<file path="src/rtl/cdiv_pkg.sv">
package cdiv_pkg;

  // Field format of the stream.
  localparam int DATA_WIDTH = 16;
  localparam int FRAC_BITS  = 8;

  // Derived widths: signed products, signed sums, magnitudes and the scaled numerator.
  localparam int PROD_W  = 2 * DATA_WIDTH;
  localparam int SUM_W   = 2 * DATA_WIDTH + 1;
  localparam int MAG_W   = 2 * DATA_WIDTH;
  localparam int SCALE_W = MAG_W + FRAC_BITS;

  typedef logic signed [DATA_WIDTH-1:0] data_t;

  // One accepted input request.
  typedef struct packed {
    data_t dividend_re;
    data_t dividend_im;
    data_t divisor_re;
    data_t divisor_im;
    logic  last;
  } in_item_t;

  // One quotient part while it passes through the divider stages.
  typedef struct packed {
    logic                  ovf;
    logic                  neg;
    logic [MAG_W-1:0]      rem;
    logic [DATA_WIDTH-1:0] lo;
    logic [DATA_WIDTH-1:0] q;
  } lane_t;

  // Divider pipeline word; the valid bit travels with the data.
  typedef struct packed {
    logic             valid;
    logic             zero;
    logic             last;
    logic [MAG_W-1:0] msq;
    lane_t            re;
    lane_t            im;
  } div_item_t;

  // One finished result request.
  typedef struct packed {
    data_t quotient_re;
    data_t quotient_im;
    logic  zero_divisor;
    logic  saturated;
    logic  last_out;
  } result_t;

  // Status of the output buffer as seen by the top level.
  typedef struct packed {
    logic out_valid;
    logic skid_valid;
    logic pipe_en;
  } out_stat_t;

endpackage

</file>
<file path="src/rtl/cdiv_front.sv">
module cdiv_front (
  input  logic                 clk,
  input  logic                 rst_n,
  input  logic                 en,
  input  logic                 in_valid,
  input  cdiv_pkg::in_item_t   in_item,
  output cdiv_pkg::div_item_t  d_out
);
  import cdiv_pkg::*;

  // Stage 1: the six signed products.
  logic                    v1_r;
  logic                    last1_r;
  logic signed [PROD_W-1:0] rr_r, ii_r, ar_br_r, ai_bi_r, ai_br_r, ar_bi_r;

  // Stage 2: squared magnitude and the two numerators.
  logic                    v2_r;
  logic                    last2_r;
  logic [MAG_W-1:0]        msq2_r;
  logic signed [SUM_W-1:0] nre_r, nim_r;

  // Stage 3: sign and magnitude of each numerator.
  logic                    v3_r;
  logic                    last3_r;
  logic                    zero3_r;
  logic [MAG_W-1:0]        msq3_r;
  logic                    neg_re_r, neg_im_r;
  logic [MAG_W-1:0]        mag_re_r, mag_im_r;

  // Stage 4: divider set-up with the overflow check.
  logic                    v4_r;
  div_item_t               item_r, item_nxt;

  // The scaled numerator's upper part starts the remainder; if it already
  // reaches the divisor the quotient cannot fit in the output field.
  function automatic lane_t lane_setup(logic neg, logic [MAG_W-1:0] mag,
                                       logic [MAG_W-1:0] d);
    logic [SCALE_W-1:0] sc;
    logic [MAG_W-1:0]   head;
    lane_t              r;
    sc    = SCALE_W'(mag) << FRAC_BITS;
    head  = MAG_W'(sc >> DATA_WIDTH);
    r.ovf = (head >= d);
    r.neg = neg;
    r.rem = head;
    r.lo  = sc[DATA_WIDTH-1:0];
    r.q   = '0;
    return r;
  endfunction

  // Valid bits of the four stages.
  always_ff @(posedge clk) begin
    if (!rst_n) begin
      v1_r <= 1'b0;
      v2_r <= 1'b0;
      v3_r <= 1'b0;
      v4_r <= 1'b0;
    end else if (en) begin
      v1_r <= in_valid;
      v2_r <= v1_r;
      v3_r <= v2_r;
      v4_r <= v3_r;
    end
  end

  // Products of the operand pairs.
  always_ff @(posedge clk) begin
    if (en) begin
      last1_r <= in_item.last;
      rr_r    <= in_item.divisor_re * in_item.divisor_re;
      ii_r    <= in_item.divisor_im * in_item.divisor_im;
      ar_br_r <= in_item.dividend_re * in_item.divisor_re;
      ai_bi_r <= in_item.dividend_im * in_item.divisor_im;
      ai_br_r <= in_item.dividend_im * in_item.divisor_re;
      ar_bi_r <= in_item.dividend_re * in_item.divisor_im;
    end
  end

  // Sums; both squares are non-negative, so their sum is taken unsigned.
  always_ff @(posedge clk) begin
    if (en) begin
      last2_r <= last1_r;
      msq2_r  <= MAG_W'(rr_r) + MAG_W'(ii_r);
      nre_r   <= SUM_W'(ar_br_r) + SUM_W'(ai_bi_r);
      nim_r   <= SUM_W'(ai_br_r) - SUM_W'(ar_bi_r);
    end
  end

  // Absolute values of the numerators.
  always_ff @(posedge clk) begin
    if (en) begin
      last3_r  <= last2_r;
      zero3_r  <= (msq2_r == '0);
      msq3_r   <= msq2_r;
      neg_re_r <= nre_r[SUM_W-1];
      neg_im_r <= nim_r[SUM_W-1];
      mag_re_r <= MAG_W'(nre_r[SUM_W-1] ? -nre_r : nre_r);
      mag_im_r <= MAG_W'(nim_r[SUM_W-1] ? -nim_r : nim_r);
    end
  end

  // Divider set-up.
  always_comb begin
    item_nxt       = '0;
    item_nxt.valid = v3_r;
    item_nxt.zero  = zero3_r;
    item_nxt.last  = last3_r;
    item_nxt.msq   = msq3_r;
    item_nxt.re    = lane_setup(neg_re_r, mag_re_r, msq3_r);
    item_nxt.im    = lane_setup(neg_im_r, mag_im_r, msq3_r);
  end

  always_ff @(posedge clk) begin
    if (en) begin
      item_r <= item_nxt;
    end
  end

  always_comb begin
    d_out       = item_r;
    d_out.valid = v4_r;
  end

endmodule

</file>
<file path="config.mk">
export PLATFORM = sky130hd
export DESIGN_NAME = cdiv_front
export DESIGN_NICKNAME = d
export VERILOG_FILES = /design/src/rtl/cdiv_pkg.sv /design/src/rtl/cdiv_front.sv
export SDC_FILE = /design/constraint.sdc
export NUM_CORES = 2
export LEC_CHECK = 0
export BUFFER_PORTS_ARGS = -buffer_cell sky130_fd_sc_hd__buf_2
export CELL_PAD_IN_SITES_DETAIL_PLACEMENT = 1
export CELL_PAD_IN_SITES_GLOBAL_PLACEMENT = 1
export CORE_UTILIZATION = 25
export CTS_BUF_LIST = sky130_fd_sc_hd__clkbuf_4 sky130_fd_sc_hd__clkbuf_8
export CTS_CLUSTER_DIAMETER = 120
export DETAILED_ROUTE_END_ITERATION = 10
export PLACE_DENSITY = 0.52
export SYNTH_ARGS = -nofsm -noshare
export SYNTH_HDL_FRONTEND = slang
export SYNTH_SLANG_ARGS = --single-unit
</file>
<file path="constraint.sdc">
create_clock -name clk -period 12.55 [get_ports clk]
set_input_delay 0.6275 -clock clk [delete_from_list [all_inputs] [get_ports clk]]
set_output_delay 0.6275 -clock clk [all_outputs]
set_load 0.05 [all_outputs]
</file>
==> metrics.yaml <==
grt_overflow_total: 0
post-place-ws_ns: 4.16
hold_viol: 0
cts_setup_buffers: 0
drt_iter0_drc: 2478
synth_edf_count: 492
grt_antenna_before_repair: 53
fp.dieArea_um2: 318000
synth-simple-area-share: 0.115
htreeDepth: 3
synth_area_per_cell_um2: 10.1
fmax_ghz: 0.134
cts.sinks: 496
wl_um: 238000
wl_per_cell_um: 19.7
viasPerCell: 4.37
ant_nets: 0
synth.most_common_cell: "inv_1"
synth_common_cells: "inv_1, fa_1, nand2_1"
synth-seq-cells: 496
cp.arrival_ns: 8.16
grt_max_degree: 144
cts_buffers: 98
rows: 205
cts-root-buf: "clkbuf_8"
setup-tns-final_ns: 0
ys_seq_area_frac: 0.188
rsz0062_at_grt: "no"
clk_latency_ns: 0.87
cp.required_ns: 13.23
synth_compound_area_frac: 0.0594
fp.dieH_um: 564
yosys-top-cells-area: "fa_1, edfxtp_1, ha_1"
die_w_um: 564
grt_pass1_vias: 60098
drc: 0
clk_pin_slew_ns: 0.06
drive_gt1_frac: 0.0549
yosys_warnings: 0
synth_area_leader_cell: "fa_1"
grt_pass1_wl_um: 367000
crit_path_end_kind: "flip-flop"
port_buffers: 171
worst_slew_pin_slew_ns: 1.08
dr_total_vias: 52837
start_util: 0.252
worstHoldPathType: "in2reg"
finalSetupViolCount: 0
path_class: "in2reg"
outcome: "complete, no violations"
crit_fanout: 27
fin_ws_ns: 5.07
syn_inst: 7805
first_pass_iters: 5
maxSlewViolCount: 0
synth_top_family_by_area: "adder cells"
area_growth_syn_to_layout_pct: 9.40
track_usage: 0.153
hpwl_um: 193000
synth-xor-area-share: 0.0397
nNetsFinal: 10099
placed_cell_area_um2: 84200
finClkSkew_ns: 0.0687
finalCritPeriodShare: 0.596
relSlewSlack: 0.274
place_congestion: 0.840
synth_flop_cell: "edfxtp_1"
final_area_um2: 86400
core_area_um2: 313000
synthMuxAreaShare: 0.000887
drv_cap: 0
yosysUniqueCellTypes: 77
yosysTopAreaCellShare: 0.385
min_period_ns: 7.48
startpoint_type: "input pin"
cts_max_path_buffers: 3
synth_adder_area_share: 0.488
cts_tree: "yes"
synth_area_um2: 79000
ios: 236
async_reset_ff_frac: 0
layout by cell type (no fill, tap or decap), types with 170 or more instances in the layout:
master / n
inv_1: 1881
nand2_1: 722
xnor2_1: 279
edfxtp_1: 492
nor2_1: 218
fa_1: 1520
and2_1: 587
a21oi_1: 197
buf_2: 170
ha_1: 645
routing by layer:
metal / wire (µm) / GRT usage / up-vias
li1: - / - / 23785
met1: 110000 / 0.208 / 27970
met5: 112 / 0 / -
met4: 5140 / 0.0357 / 18
met2: 114000 / 0.259 / 838
met3: 8420 / 0.0167 / 226
timing repair:
item	CTS	global route
gates resized for setup	0	0
endpoints found under the hold margin	5	0
setup endpoints to repair	0	0
hold buffers	3	0
worst max-delay path: stages:
cell	delay, ns
buf_2	0.56
buf_4	0.44
nand2_1	0.12
fa_1	0.53
fa_1	0.57
fa_1	0.45
fa_1	0.55
inv_1	0.06
fa_1	0.49
fa_1	0.46
ha_1	0.38
a21o_1	0.20
a21o_1	0.18
a211o_1	0.29
a311oi_1	0.46
nor3_1	0.10
a31oi_1	0.36
o211ai_1	0.20
a221oi_1	0.49
or4b_1	0.49
nand4_1	0.10
kinds of logic after synthesis:
group                    Yosys count
buffers and inverters           2228
adder cells (fa/ha/maj)         2165
AND/OR/NAND/NOR                 1832
AO/OA/AOI/OAI                    718
flip-flops                       496
XOR/XNOR                         358
multiplexers                       7
other                              1
through the flow:
stage               utilization  hold WS, ns  instances
global placement          0.269        0.400      11902
global route              0.276        0.265      12082
finish                    0.276        0.263      12090
floorplan                     -        0.400       7868
CTS                       0.276        0.206      12077
detailed placement        0.269        0.406      11902
sequential cells by signal, summed over array words and instances, names as in the netlist, 31 cells and up:
register  count
nim_r        33
ai_br_r      32
msq2_r       32
mag_im_r     32
nre_r        33
ii_r         31
msq3_r       32
ar_br_r      32
d_out       102
mag_re_r     32
ar_bi_r      32
rr_r         31
ai_bi_r      32
worst paths after layout:
| kind | startpoint | end | slack, ns | cells past startpoint |
|---|---|---|---|---|
| hold / removal | en | d_out[34] | 0.26 | 1 |
| setup / recovery | in_item[19] | ai_br_r[30] | 5.07 | 21 |
| hold reg to reg | mag_re_r[7] | d_out[97] | 0.41 | 0 |
| setup reg to reg | ar_bi_r[0] | nim_r[30] | 8.33 | 12 |
area by class of cell:
| type | count | area [µm²] |
|---|---|---|
| fillers | 35840 | 227000 |
| repair buffers | 242 | 1430 |
| clock buffers | 126 | 1570 |
| multi-input cells | 5144 | 55700 |
| clock inverters | 46 | 505 |
| diodes | 13 | 32.5 |
| flip-flops and latches | 496 | 14900 |
| well taps | 4140 | 5180 |
| inverters | 1883 | 7070 |
Power is left out: the tool's default activity adds up to more than one toggle a clock period on the data nets, which glitch-free logic cannot reach.
