**src/rtl/cdiv_pkg.sv**
```systemverilog
package cdiv_pkg;

  // Field format of the stream.
  localparam int DATA_WIDTH = 16;
  localparam int FRAC_BITS  = 8;

  // Derived widths: signed products, signed sums, magnitudes and the scaled numerator.
  localparam int PROD_W  = 2 * DATA_WIDTH;
  localparam int SUM_W   = 2 * DATA_WIDTH + 1;
  localparam int MAG_W   = 2 * DATA_WIDTH;
  localparam int SCALE_W = MAG_W + FRAC_BITS;

  typedef logic signed [DATA_WIDTH-1:0] data_t;

  // One accepted input request.
  typedef struct packed {
    data_t dividend_re;
    data_t dividend_im;
    data_t divisor_re;
    data_t divisor_im;
    logic  last;
  } in_item_t;

  // One quotient part while it passes through the divider stages.
  typedef struct packed {
    logic                  ovf;
    logic                  neg;
    logic [MAG_W-1:0]      rem;
    logic [DATA_WIDTH-1:0] lo;
    logic [DATA_WIDTH-1:0] q;
  } lane_t;

  // Divider pipeline word; the valid bit travels with the data.
  typedef struct packed {
    logic             valid;
    logic             zero;
    logic             last;
    logic [MAG_W-1:0] msq;
    lane_t            re;
    lane_t            im;
  } div_item_t;

  // One finished result request.
  typedef struct packed {
    data_t quotient_re;
    data_t quotient_im;
    logic  zero_divisor;
    logic  saturated;
    logic  last_out;
  } result_t;

  // Status of the output buffer as seen by the top level.
  typedef struct packed {
    logic out_valid;
    logic skid_valid;
    logic pipe_en;
  } out_stat_t;

endpackage

```
**src/rtl/cdiv_div_stage.sv**
```systemverilog
module cdiv_div_stage (
  input  logic                clk,
  input  logic                rst_n,
  input  logic                en,
  input  cdiv_pkg::div_item_t d_in,
  output cdiv_pkg::div_item_t d_out
);
  import cdiv_pkg::*;

  logic      valid_r;
  div_item_t item_r, item_nxt;

  // One restoring step: shift in the next dividend bit and subtract if it fits.
  function automatic lane_t div_step(lane_t a, logic [MAG_W-1:0] d);
    logic [MAG_W:0] t;
    lane_t          r;
    r    = a;
    t    = {a.rem, a.lo[DATA_WIDTH-1]};
    r.lo = {a.lo[DATA_WIDTH-2:0], 1'b0};
    if (t >= {1'b0, d}) begin
      r.rem = MAG_W'(t - {1'b0, d});
      r.q   = {a.q[DATA_WIDTH-2:0], 1'b1};
    end else begin
      r.rem = t[MAG_W-1:0];
      r.q   = {a.q[DATA_WIDTH-2:0], 1'b0};
    end
    return r;
  endfunction

  always_comb begin
    item_nxt    = d_in;
    item_nxt.re = div_step(d_in.re, d_in.msq);
    item_nxt.im = div_step(d_in.im, d_in.msq);
  end

  always_ff @(posedge clk) begin
    if (!rst_n) begin
      valid_r <= 1'b0;
    end else if (en) begin
      valid_r <= d_in.valid;
    end
  end

  always_ff @(posedge clk) begin
    if (en) begin
      item_r <= item_nxt;
    end
  end

  always_comb begin
    d_out       = item_r;
    d_out.valid = valid_r;
  end

endmodule

```
**config.mk**
```make
export PLATFORM = sky130hd
export DESIGN_NAME = cdiv_div_stage
export DESIGN_NICKNAME = d
export VERILOG_FILES = /design/src/rtl/cdiv_pkg.sv /design/src/rtl/cdiv_div_stage.sv
export SDC_FILE = /design/constraint.sdc
export NUM_CORES = 1
export LEC_CHECK = 0
export ABC_AREA = 0
export ABC_CLOCK_PERIOD_IN_PS = 3100
export BUFFER_PORTS_ARGS = -buffer_cell sky130_fd_sc_hd__buf_2
export CAP_MARGIN = 30
export CORE_ASPECT_RATIO = 1.5
export CORE_MARGIN = 2
export CORE_UTILIZATION = 38
export CTS_BUF_LIST = sky130_fd_sc_hd__clkbuf_16
export CTS_CLUSTER_DIAMETER = 100
export CTS_CLUSTER_SIZE = 12
export DETAILED_ROUTE_END_ITERATION = 8
export PLACE_DENSITY_LB_ADDON = 0.25
export REMOVE_ABC_BUFFERS = 1
export SYNTH_ARGS = -nofsm -noshare
export SYNTH_HDL_FRONTEND = slang
export SYNTH_SLANG_ARGS = --single-unit
export TNS_END_PERCENT = 10
```
**constraint.sdc**
```tcl
create_clock -name clk -period 3.1 [get_ports clk]
set_input_delay 0.62 -clock clk [delete_from_list [all_inputs] [get_ports clk]]
set_output_delay 0.62 -clock clk [all_outputs]
set_load 0.03 [all_outputs]
```
==> out/summary.log <==
[status] run status completed
[yosys] fraction of the yosys area taken by sequential cells 54.0%
[routing] Vias/cell 4.92
[global_routing] initial antenna violation count 5
[critical_path] Worst path max stage delay 0.45 ns
[sta] sum of negative setup slack 0 ns
[critical_path] capturing element type of the critical path flip-flop
[yosys] most frequently used flop master after synthesis sky130_fd_sc_hd__edfxtp_1
[yosys] distinct cell type count of the synthesized netlist 57
[routing] vias after detailed routing 8090
[sta] Period Utilization, post-route 95.5%
[yosys] async set or reset register ratio after synthesis 0%
[sta] f_max 338 MHz
[global_routing] overall routing resource usage 22.8%
[sta] tightest hold margin 0.359 ns
[routing] count of unresolved DRC violations after routing 0
[power_and_ir_drop] PwrDens 550 nW/µm²
[sta] count of endpoints failing setup in the final report 0
[yosys] register bit total from synthesis 165
[cts] level count of the clock H-tree 4
[yosys] Synth Instances 833
[power_and_ir_drop] switching power 2360 µW
[sta] final max-slew violation count 0
[cts] Clk Latency, worst-skew pair 0.43 ns
[place] RD Place Congestion 0.889
[cts] clock root cell sky130_fd_sc_hd__clkbuf_16
[floorplan] number of primary I/O pins 337
[sta] worst slew slack as a fraction of its limit 66.2%
[routing] final routed wirelength across all metal layers 29200 µm
[critical_path] cells traversed along the worst timing path buf_2 > inv_1 > ha_1 > nand4_1 > or3_1 > o41a_1 > and3_1 > a21oi_2 > nand2_2 > inv_2 > mux2_2
[cts] register clock-pin slew on the reported worst setup and hold paths 0.07 ns
[cts] maximum root-to-sink buffer count 2
[power_and_ir_drop] Int Pwr 4740 µW
[power_and_ir_drop] peak supply drop 356 µV
[finish] share of final-layout standard cells stronger than drive strength 1 40.9%
[critical_path] CP Data Arrival Time 3.15 ns
[finish] final core occ 54.6%
[sta] Tightest Pin Transition 0.507 ns
[finish] NumNets Final 1545
[critical_path] peak fanout along the critical path 6
[cts] Clock Sinks 165
[sta] Fin. Hold Viols 0
[yosys] post-synthesis instance area 9160 µm²
[floorplan] die extent in y 194 µm
[routing] number of nets with antenna violations after routing 0
[finish] commonest non-fill, non-tap cell in the layout sky130_fd_sc_hd__buf_2
[power_and_ir_drop] relative contribution of sequential cells to total power 39.8%
[power_and_ir_drop] clock network fraction of total power 29.2%
[worst_hold_path] worst min-delay path category in -> reg
[yosys] warning count from the yosys run 0
[yosys] Mapped Avg Cell Area 11.0 µm²
[critical_path] Critical Setup Path Class in -> reg
[global_routing] global-route wire length before repair 43000 µm
[global_routing] maximum number of pins on one net before global-route repair 66
[floorplan] die area 25400 µm²
[critical_path] CP startpoint kind input pin
[routing] Pre-Repair DR Iteration Count 5
[flow_run] max-cap violations 0
[finish] top library cells by usage in the layout, fill and taps aside sky130_fd_sc_hd__buf_2, sky130_fd_sc_hd__edfxtp_1, sky130_fd_sc_hd__buf_4, sky130_fd_sc_hd__nand2_1, sky130_fd_sc_hd__o21ai_0
[yosys] post-synthesis cell type with the largest combined area sky130_fd_sc_hd__edfxtp_1
[sta] setup repair after global routing missed its margin false
[routing] number of DRC markers after the initial detailed-route iteration 366
[global_routing] number of global-route vias before repair 8144
[finish] area overhead of the layout relative to synthesis 40.9%
[place] DPL Wire Length 24200 µm
[global_routing] sum of overflow across all layers after global routing 0
[place] port bufs 332
[cts] total CTS buffers 17
[power_and_ir_drop] power share of the combinational group 31.0%
[critical_path] master of the slowest instance on the critical path sky130_fd_sc_hd__or3_1
[floorplan] Starting Density 38.7%
[cts] CTS tree done
[routing] post-detailed-route wirelength per cell 17.7 µm
[yosys] EDFF count, synth 164
[yosys] area share of the leading cell type in the synthesized netlist 53.8%
[sta] minimum clock period after layout 2.96 ns
[cts] Post-CTS Repair Setup Buffers 0
[yosys] ranking of synthesized cells by area sky130_fd_sc_hd__edfxtp_1, sky130_fd_sc_hd__ha_1, sky130_fd_sc_hd__nand2_1, sky130_fd_sc_hd__o21ai_0, sky130_fd_sc_hd__a21oi_1
[critical_path] required time reported for the critical path endpoint 3.29 ns
[floorplan] standard-cell rows 69
[power_and_ir_drop] leakage power total 0.00594 µW
[floorplan] Core Region 23700 µm²
[power_and_ir_drop] Power, Total 7100 µW
[floorplan] Die Span X 131 µm
[power_and_ir_drop] fraction of power spent switching nets 33.3%
[sta] maximum clock skew at final layout 0 ns
==> worst paths after layout <==
kind,startpoint,end,slack [ns],cells after the start
min reg2reg,valid_r,valid_r,0.53,2
max,d_in[140],d_out[112],0.14,11
max reg2reg,valid_r,valid_r,2.51,2
min,d_in[23],d_out[24],0.36,1
==> layout make-up <==
class	count	area [µm²]
multi-input combinational	582	3880
antenna	3	7.51
fill	2217	10700
timing repair buffer	487	2890
sequential	165	4940
tap	319	399
clock buffer	17	425
inverter	56	210
clock inverter	15	148
==> power by group through the flow <==
stage | Combinational (µW) | Sequential, µW | Clock, µW
global route | 2390 | 2860 | 2200
CTS | 2210 | 2830 | 2120
detailed placement | 2210 | 2880 | 0
floorplan | 755 | 3410 | 0
global placement | 2180 | 2870 | 0
finish | 2200 | 2830 | 2070
==> metrics by stage <==
step / worst slack [ns] / cells / cell area (µm²)
3_5_place_dp: -0.311 / 1609 / 12300
4_1_cts: 0.142 / 1641 / 12900
5_1_grt: 0.0138 / 1643 / 12900
2_1_floorplan: -0.775 / 803 / 9010
6_report: 0.141 / 1644 / 12900
3_3_place_gp: -0.271 / 1609 / 12300
==> synth_stat cells (2+ instances only) <==
cell                        count
sky130_fd_sc_hd__a211oi_1       5
sky130_fd_sc_hd__a31o_2         4
sky130_fd_sc_hd__nor2_1        28
sky130_fd_sc_hd__nand2b_1       6
sky130_fd_sc_hd__o21ai_1       17
sky130_fd_sc_hd__buf_2          5
sky130_fd_sc_hd__buf_4          3
sky130_fd_sc_hd__o41a_1         2
sky130_fd_sc_hd__o21bai_1      13
sky130_fd_sc_hd__and2_1         6
sky130_fd_sc_hd__nand2_1       97
sky130_fd_sc_hd__mux2_2         6
sky130_fd_sc_hd__ha_1          64
sky130_fd_sc_hd__o21ai_0       70
sky130_fd_sc_hd__xor2_1        30
sky130_fd_sc_hd__nor3_1         7
sky130_fd_sc_hd__o21ai_2        2
sky130_fd_sc_hd__o2111ai_1      2
sky130_fd_sc_hd__and3_1         9
sky130_fd_sc_hd__a31oi_1        9
sky130_fd_sc_hd__a21oi_1       64
sky130_fd_sc_hd__a21o_1        25
sky130_fd_sc_hd__o211ai_1       6
sky130_fd_sc_hd__fa_1           2
sky130_fd_sc_hd__inv_1         55
sky130_fd_sc_hd__a41oi_1        2
sky130_fd_sc_hd__o21a_1         2
sky130_fd_sc_hd__o22ai_1        2
sky130_fd_sc_hd__nor2b_1       10
sky130_fd_sc_hd__or3_1          2
sky130_fd_sc_hd__mux2i_1        2
sky130_fd_sc_hd__a311oi_1       2
sky130_fd_sc_hd__nand2_2        2
sky130_fd_sc_hd__and4_1         2
sky130_fd_sc_hd__clkbuf_1      20
sky130_fd_sc_hd__nand4_1       15
sky130_fd_sc_hd__nand3_1       25
sky130_fd_sc_hd__xnor2_1       26
sky130_fd_sc_hd__buf_6          3
sky130_fd_sc_hd__edfxtp_1     164
==> per-layer routing <==
metal	part of all wire [%]	track usage, %
met5	0.069	0
met4	3.2	9.89
met3	9.2	7.37
met2	54	42.8
met1	34	22.1
==> cell families (layout without fill, tap and decap cells) <==
kind of cell,count (synthesis),after routing,share of synthesized area (%)
AO/OA/AOI/OAI,238,238,15.8
buffers and inverters,87,575,4.00
flip-flops,165,165,54.0
adder cells (fa/ha/maj),66,66,9.18
XOR/XNOR,56,56,5.35
other,1,5,0.0409
multiplexers,8,8,0.956
AND/OR/NAND/NOR,212,212,10.7
==> worst max-delay path: cells and delay by family <==
family | cells | cell delay [ns]
buf+inv | 3 | 0.29
fa+ha+maj | 1 | 0.39
mux | 1 | 0.34
compound gates | 2 | 0.56
simple gates | 4 | 0.95
==> state kept, by name, indices dropped and copies added (netlist names) <==
name	flops
valid_r	1
d_out	164
==> repair_timing <==
action / CTS / global route
setup endpoints to repair: 0 / 3
hold buffers: 0 / 0
gates resized for setup: 0 / 3
Power figures use the tool's default switching activity.
