===== src/rtl/cdiv_pkg.sv =====
package cdiv_pkg;

  // Field format of the stream.
  localparam int DATA_WIDTH = 16;
  localparam int FRAC_BITS  = 8;

  // Derived widths: signed products, signed sums, magnitudes and the scaled numerator.
  localparam int PROD_W  = 2 * DATA_WIDTH;
  localparam int SUM_W   = 2 * DATA_WIDTH + 1;
  localparam int MAG_W   = 2 * DATA_WIDTH;
  localparam int SCALE_W = MAG_W + FRAC_BITS;

  typedef logic signed [DATA_WIDTH-1:0] data_t;

  // One accepted input request.
  typedef struct packed {
    data_t dividend_re;
    data_t dividend_im;
    data_t divisor_re;
    data_t divisor_im;
    logic  last;
  } in_item_t;

  // One quotient part while it passes through the divider stages.
  typedef struct packed {
    logic                  ovf;
    logic                  neg;
    logic [MAG_W-1:0]      rem;
    logic [DATA_WIDTH-1:0] lo;
    logic [DATA_WIDTH-1:0] q;
  } lane_t;

  // Divider pipeline word; the valid bit travels with the data.
  typedef struct packed {
    logic             valid;
    logic             zero;
    logic             last;
    logic [MAG_W-1:0] msq;
    lane_t            re;
    lane_t            im;
  } div_item_t;

  // One finished result request.
  typedef struct packed {
    data_t quotient_re;
    data_t quotient_im;
    logic  zero_divisor;
    logic  saturated;
    logic  last_out;
  } result_t;

  // Status of the output buffer as seen by the top level.
  typedef struct packed {
    logic out_valid;
    logic skid_valid;
    logic pipe_en;
  } out_stat_t;

endpackage


===== src/rtl/cdiv_out.sv =====
module cdiv_out (
  input  logic                clk,
  input  logic                rst_n,
  input  cdiv_pkg::div_item_t d_in,
  input  logic                out_ready,
  output cdiv_pkg::result_t   res,
  output cdiv_pkg::out_stat_t stat
);
  import cdiv_pkg::*;

  logic    o_valid_r, o_valid_nxt;
  logic    s_valid_r, s_valid_nxt;
  result_t o_data_r, o_data_nxt;
  result_t s_data_r, s_data_nxt;
  result_t fin;
  logic    sat_re, sat_im;
  data_t   val_re, val_im;
  logic    arrive, o_free;

  // Clip the quotient magnitude to the signed range and apply the sign.
  function automatic data_t lane_finish(lane_t l, output logic sat);
    logic [DATA_WIDTH-1:0] lim;
    logic [DATA_WIDTH-1:0] mag;
    lim = {1'b0, {(DATA_WIDTH-1){1'b1}}} + DATA_WIDTH'(l.neg);
    sat = l.ovf || (l.q > lim);
    mag = sat ? lim : l.q;
    return l.neg ? data_t'(-mag) : data_t'(mag);
  endfunction

  // Result formation from the last divider stage.
  always_comb begin
    val_re = lane_finish(d_in.re, sat_re);
    val_im = lane_finish(d_in.im, sat_im);
    fin.last_out = d_in.last;
    if (d_in.zero) begin
      fin.quotient_re  = '0;
      fin.quotient_im  = '0;
      fin.zero_divisor = 1'b1;
      fin.saturated    = 1'b0;
    end else begin
      fin.quotient_re  = val_re;
      fin.quotient_im  = val_im;
      fin.zero_divisor = 1'b0;
      fin.saturated    = sat_re || sat_im;
    end
  end

  // Output register with a skid entry; the pipeline moves only while the
  // skid entry is empty, so the stall reaching the stages is registered.
  assign arrive = !s_valid_r && d_in.valid;
  assign o_free = !o_valid_r || out_ready;

  always_comb begin
    o_valid_nxt = o_valid_r;
    s_valid_nxt = s_valid_r;
    o_data_nxt  = o_data_r;
    s_data_nxt  = s_data_r;
    if (s_valid_r) begin
      if (out_ready) begin
        o_valid_nxt = 1'b1;
        o_data_nxt  = s_data_r;
        s_valid_nxt = 1'b0;
      end
    end else if (arrive) begin
      if (o_free) begin
        o_valid_nxt = 1'b1;
        o_data_nxt  = fin;
      end else begin
        s_valid_nxt = 1'b1;
        s_data_nxt  = fin;
      end
    end else if (out_ready) begin
      o_valid_nxt = 1'b0;
    end
  end

  always_ff @(posedge clk) begin
    if (!rst_n) begin
      o_valid_r <= 1'b0;
      s_valid_r <= 1'b0;
    end else begin
      o_valid_r <= o_valid_nxt;
      s_valid_r <= s_valid_nxt;
    end
  end

  always_ff @(posedge clk) begin
    o_data_r <= o_data_nxt;
    s_data_r <= s_data_nxt;
  end

  assign res             = o_data_r;
  assign stat.out_valid  = o_valid_r;
  assign stat.skid_valid = s_valid_r;
  assign stat.pipe_en    = !s_valid_r;

endmodule


===== config.mk =====
export PLATFORM = sky130hd
export DESIGN_NAME = cdiv_out
export DESIGN_NICKNAME = d
export VERILOG_FILES = /design/src/rtl/cdiv_pkg.sv /design/src/rtl/cdiv_out.sv
export SDC_FILE = /design/constraint.sdc
export NUM_CORES = 1
export LEC_CHECK = 0
export BUFFER_PORTS_ARGS = -buffer_cell sky130_fd_sc_hd__buf_2
export CORE_MARGIN = 1.5
export CORE_UTILIZATION = 54
export CTS_BUF_LIST = sky130_fd_sc_hd__clkbuf_4
export DETAILED_ROUTE_END_ITERATION = 12
export PLACE_DENSITY_LB_ADDON = 0.2
export RECOVER_POWER = 25
export SLEW_MARGIN = 5
export SYNTH_ARGS = -nofsm -noshare
export SYNTH_HDL_FRONTEND = slang
export SYNTH_SLANG_ARGS = --single-unit
export TNS_END_PERCENT = 100

===== constraint.sdc =====
create_clock -name clk -period 9.8 [get_ports clk]
set_clock_uncertainty 0.2 [all_clocks]
set_input_delay 0.49 -clock clk [delete_from_list [all_inputs] [get_ports clk]]
set_output_delay 0.49 -clock clk [all_outputs]
set_load 0.05 [all_outputs]

==> results of run 1 <==
[sequential cells by signal, summed over array words and instances, names as in the netlist]
register and flops:
o_valid_r 1, res 35, s_valid_r 1, s_data_r 35
[placed cells by master, fill, tap and decap left out, drive strengths merged, types with 3 or more instances in the layout]
master	n
edfxtp	70
nand2	63
nor2	53
clkbuf	49
o21ai	46
buf	43
a21oi	35
ha	34
nor3	20
inv	17
mux2	12
nand4	11
nand3	8
or3	6
a32oi	6
o31ai	6
o22a	6
a211oi	6
or4	5
a31oi	5
o22ai	5
mux2i	5
o41ai	5
and2	5
nor3b	4
xnor2	4
o31a	4
nor4	4
nand2b	3
a211o	3
a21boi	3
and3	3
bufinv	3
a2111oi	3
[how the worst min path moves through the flow]
| stage | from | to | slack [ns] | cells past startpoint |
|---|---|---|---|---|
| after floorplan | s_data_r[27] | res[27] | 0.29 | 2 |
| after global placement | s_data_r[19] | res[19] | 0.31 | 2 |
| after detailed placement | s_data_r[14] | res[14] | 0.31 | 2 |
| after CTS | d_in[164] | s_data_r[0] | 0.07 | 1 |
| after global routing | d_in[164] | s_data_r[0] | 0.06 | 1 |
| final | d_in[164] | s_data_r[0] | 0.08 | 1 |
[kinds of logic (layout without fill, tap and decap cells)]
family | Yosys count | count (layout)
and+or+nand+nor | 195 | 195
adders and majority gates | 34 | 34
buffers and inverters | 46 | 115
AOI/OAI and AO/OA | 148 | 148
xor gates and xnor gates | 6 | 6
muxes | 17 | 17
DFF | 72 | 72
[per-layer routing]
layer / vias up / routed length [um]
met3: 17 / 1140
met1: 2038 / 5630
met2: 233 / 5510
li1: 2102 / -
met5: - / 0
met4: 0 / 146
[worst max-delay path: cells and delay by family]
kind,cells,cell delay [ns]
AO/OA/AOI/OAI,3,1.11
adder cells (fa/ha/maj),2,0.85
buffers and inverters,2,0.93
multiplexers,1,0.37
AND/OR/NAND/NOR,5,1.97
[power groups by stage]
stage	Clock, W	Sequential [W]	Combinational, W
5_1_grt	0.000261	0.000370	0.000223
4_1_cts	0.000251	0.000367	0.000207
3_5_place_dp	0	0.000374	0.000206
3_3_place_gp	0	0.000373	0.000200
6_report	0.000246	0.000368	0.000205
2_1_floorplan	0	0.000423	0.0000975
[through the flow]
step | cells | setup slack (ns) | util (%) | hold slack (ns) | area [um2]
after floorplan | 518 | 5.38 | - | 0.293 | 4910
after global placement | 679 | 3.86 | 61.0 | 0.309 | 5350
after detailed placement | 679 | 3.80 | 61.0 | 0.310 | 5350
after CTS | 695 | 4.24 | 63.2 | 0.0701 | 5540
after global routing | 695 | 3.68 | 62.6 | 0.0598 | 5480
final | 695 | 4.04 | 62.6 | 0.0817 | 5480
[final cells by class]
cell class,count,area [um2]
clock buffers,10,75.1
clock inverters,6,115
fillers,783,3280
inverters,17,65.1
multi-input cells,400,2580
flip-flops and latches,72,2140
well taps,108,135
repair buffers,82,364
==> impl_metrics.csv, run 1 <==
group,metric,value,unit
critical_path,endpoint_kind,"flop",
route,dr.first_iter.drc_count,390,
synth,synth_largest_area_cell,"edfxtp_1",
clocking,ctsResizeCount,0,
power,power,0.000818,W
critical_path,reg2reg_depth,3,
synth,post-synth-top-count-cell,"edfxtp_1",
job,maxCapViolCount,3,
synth,syn_area,4910,um2
power,switchingPower,0.000266,W
power,comb_power_share,25.0,%
grt,antenna_found_initial,0,
power,swShare,32.5,%
sta,grt_setup_unrepaired,"no",
power,p_leak,2.02,nW
placement,dp.final_hpwl,8.71,mm
synth,synthMuxAreaShare,3.77,%
die,core-area,8760,um2
route,routedWlPerCell,17.9,um
clocking,cts_setup_buffers,0,
power,seq_power_share,44.9,%
hold_path,hp-class,"input port to flop",
critical_path,max_stage_delay,0.60,ns
clocking,hold_buffers,0,
sta,tns,0,ns
clocking,path_clk_slew,0.12,ns
die,die_y,98.4,um
critical_path,crit_arrival,5.73,ns
synth,synth_simple_gate_area_share,19.4,%
sta,finalMaxSlewViolations,124,
die,rows,34,
route,drt_pass1_iterations,5,
synth,ys_ff_latch,72,
synth,synth_common_cells,"70 x edfxtp_1, 63 x nand2_1, 53 x nor2_1",
critical_path,r2r-start,"s_valid_r",
clocking,cts.path.max_buffers,2,
outcome,status,"finished, violations left",
route,vias_per_cell,6.32,
synth,synth_top_cell_area_share,42.8,%
synth,synth_edf_count,70,
sta,fmax,174,MHz
placement,gp_congestion,0.913,
synth,synthArstFlopShare,0,%
sta,relSlewSlack,-32.3,%
cells_and_area,syn_to_final_growth,11.5,%
cells_and_area,nNetsFinal,786,
critical_path,endpoint,"res[21]",
synth,synth-compound-area-share,19.7,%
synth,synth.distinct_cells,67,
clocking,htree_levels,3,
critical_path,crit_slowest_cell,"nor4_1",
die,pin_count,208,
sta,setup_violations,0,
grt,grt_util_all_layers,26.2,%
placement,io_buffers,79,
route,routed_wl,12.4,mm
synth,syn_area_per_cell,9.49,um2
synth,synth_flop_cell,"edfxtp_1",
grt,gr-total-overflow,0,
synth,syn-instance-count,518,
synth,synth_area_leaders,"edfxtp_1 43%, ha_1 8.7%, nand2_1 4.8%",
synth,syn_nets,722,
power,p_int,0.000552,W
critical_path,crit_chain,"buf_2 -> inv_1 -> ha_1 -> nand4_1 -> nor4_1 -> a211o_1 -> nand2_1 -> a21boi_0 -> ha_1 -> nand2_1 -> nor3_1 -> a311oi_1 -> mux2_2",
grt,grt_pass1_vias,4004,
grt,grt_util_met3,3.51,%
grt,grt_first_pass_wirelength,20.4,mm
synth,synth_warnings,0,
route,vias,4390,
synth,seq_area_frac_synth,43.6,%
clocking,cts_buffers,9,
route,ant_nets,0,
sta,fin_crit,5.76,ns
clocking,clk_latency,0.40,ns
synth,synth_fa_ha_area_share,8.66,%
synth,synth_top_family_by_area,"compound AO/OA/AOI/OAI gates",
critical_path,r2r-end,"res[3]",
grt,grt.met2_usage,39.1,%
critical_path,r2r_setup_slack,5.77,ns
clocking,cts_sinks,72,
power,ir_drop,78.1,uV
grt,grt_max_degree,49,
critical_path,path_max_fanout,34,
route,route.detailed.drc,0,
critical_path,crit_start,"d_in[130]",
sta,period_share,58.8,%
power,cellPowerDensity,149,nW/um2
sta,hold_viol_final,0,
clocking,cts_root_buf,"clkbuf_4",
grt,gr-usage-met1,40.3,%
cells_and_area,diodes,0,
clocking,cts_tree,"done",
critical_path,crit_type,"input port to flop",
sta,tightestPinTransition,1.98,ns
die,dieArea,9680,um2
power,clkPwrFrac,30.1,%
grt,grt_busiest_layer,"met1",
critical_path,required,9.77,ns
outcome,violations,"max-capacitance violations, max-slew violations",
die,die_x,98.4,um
critical_path,critPathLaunchType,"input port",
die,initial_core_util,56.1,%
synth,synth_xor_area_share,1.07,%
cells_and_area,drive_gt1_share,14.0,%
(Power assumes the default switching activity.)
==> inputs of run 2 (changes only) <==
Settings changed: CORE_UTILIZATION 54 to 45.
Clock period 9.8 ns to 4.8 ns, I/O delays scaled along.
==> run 2 against run 1 <==
  * The flow still finishes with violations (max-capacitance violations, max-slew violations)
  * Via count increased by 1.3%
  * Cell area increased by 3.6%
  * Largest power group unchanged
  * Register-to-register slack got worse by 5.0 ns
  * Setup slack got worse by 3.4 ns
  * Utilization decreased by 8.3 points
  * Global-route usage decreased by 3.7 points
  * Highest routed layer unchanged
  * Non-clock buffer count increased by 20
  * Clock-buffer cell count unchanged
  * Die area increased by 19%
  * First-iteration DRC count decreased by 20%
==> impl_metrics.csv, run 2 (synthesis gave the netlist of run 1 again) <==
group,metric,value,unit
cells_and_area,fin_util,54.3,%
critical_path,crit_chain,"buf_2 -> clkinv_1 -> ha_1 -> nand4_1 -> or4_1 -> or3_1 -> clkinv_2 -> nor2_1 -> o21ai_0 -> ha_1 -> nand2_1 -> nor3_4 -> nor4_2 -> mux2_2",
cells_and_area,final_area,5680,um2
cells_and_area,diodes,0,
outcome,status,"finished, violations left",
critical_path,crit_arrival,4.17,ns
placement,placed_area,5490,um2
grt,grt_first_pass_wirelength,20.5,mm
die,pin_count,208,
power,p_leak,2.12,nW
sta,setup_violations,0,
power,seq_power_share,44.6,%
route,dr.first_iter.drc_count,313,
route,ant_nets,0,
cells_and_area,fillers,1020,
critical_path,crit_type,"input port to flop",
clocking,htree_levels,3,
sta,fmax,238,MHz
route,vias_per_cell,5.98,
critical_path,max_stage_delay,0.56,ns
sta,tightestPinTransition,2.01,ns
critical_path,endpoint_kind,"flop",
die,die_x,108,um
placement,place_inst,722,
grt,grt_pass1_vias,4053,
clocking,cts_sinks,72,
critical_path,crit_buf_inv,3,
power,cellPowerDensity,296,nW/um2
cells_and_area,drive_gt1_share,16.0,%
grt,grt_util_all_layers,22.6,%
power,p_int,0.00114,W
outcome,violations,"max-capacitance violations, max-slew violations",
critical_path,crit_path_frequent_cell,"ha_1",
die,die_y,108,um
critical_path,crit_slowest_cell,"or4_1",
route,routedWlPerCell,17.2,um
cells_and_area,fin_cells,743,
die,dieArea,11600,um2
clocking,ctsResizeCount,0,
power,switchingPower,0.000542,W
power,clkPwrFrac,29.8,%
power,comb_power_share,25.6,%
sta,period_share,87.5,%
clocking,cts_setup_buffers,0,
job,maxCapViolCount,3,
placement,io_buffers,79,
cells_and_area,final_cell_mix,"70 x edfxtp_1, 63 x nand2_1, 52 x nor2_1",
die,rows,37,
clocking,hold_buffers,5,
grt,gr-total-overflow,0,
sta,hold_viol_final,0,
grt,grt_max_degree,49,
route,vias,4445,
sta,relSlewSlack,-33.8,%
route,drt_pass1_iterations,5,
clocking,path_clk_slew,0.12,ns
sta,grt_setup_unrepaired,"no",
clocking,cts_buffers,9,
die,core-area,10500,um2
sta,fin_crit,4.20,ns
power,swShare,32.2,%
critical_path,critPathLaunchType,"input port",
clocking,cts.path.max_buffers,2,
critical_path,critPathTopFamily,"simple AND/OR/NAND/NOR gates",
sta,tns,0,ns
sta,finalMaxSlewViolations,124,
power,ir_drop,141,uV
hold_path,hp-class,"input port to flop",
cells_and_area,final_common_cell,"edfxtp_1",
clocking,cts_tree,"done",
route,route.detailed.drc,0,
critical_path,required,4.76,ns
route,routed_wl,12.7,mm
placement,gp_congestion,0.939,
placement,dp.final_hpwl,9.21,mm
grt,antenna_found_initial,0,
cells_and_area,nNetsFinal,806,
clocking,clk_latency,0.41,ns
clocking,cts_root_buf,"clkbuf_4",
cells_and_area,syn_to_final_growth,15.6,%
critical_path,path_max_fanout,20,
die,initial_core_util,47.0,%
==> run 2: worst min-delay path: cells and delay by family <==
kind            cells  cell delay [ns]
buf+inv             1             0.13
simple gates        1             0.10
compound gates      1             0.09
==> run 2: worst paths after layout <==
check / start / end / slack (ns) / depth (start not counted)
max: d_in[64] / res[13] / 0.60 / 14
min: d_in[15] / s_data_r[18] / 0.08 / 3
max reg2reg: s_valid_r / res[34] / 0.73 / 3
min reg2reg: s_data_r[29] / res[29] / 0.33 / 2
==> run 2: layer usage <==
| metal | GRT usage, % | part of all wire, % |
|---|---|---|
| met1 | 33.6 | 48 |
| met2 | 34.1 | 44 |
| met3 | 3.45 | 6.7 |
| met4 | 6.20 | 1.6 |
| met5 | 0 | 0 |
==> run 2: cell type report <==
type,count,area [um2],area share (%)
inverters,17,65.1,1.15
clock inverters,6,115,2.03
clock buffers,10,75.1,1.32
flip-flops and latches,72,2140,37.7
multi-input cells,400,2580,45.5
repair buffers,102,527,9.28
well taps,136,170,3.00
==> run 2: stage by stage <==
step	worst slack [ns]	hold slack, ns	total power, W
finish	0.598	0.0783	0.00168
floorplan	0.627	0.118	0.00106
global route	0.290	0.0788	0.00176
detailed placement	0.212	0.234	0.00120
CTS	0.679	0.0531	0.00170
global placement	0.316	0.234	0.00119
==> run 2: power by group through the flow <==
stage          combinational, W  sequential [W]  clock (W)
2_1_floorplan          0.000199        0.000864          0
3_3_place_gp           0.000423        0.000763          0
3_5_place_dp           0.000433        0.000764          0
4_1_cts                0.000438        0.000749   0.000514
5_1_grt                0.000473        0.000754   0.000536
6_report               0.000432        0.000751   0.000501
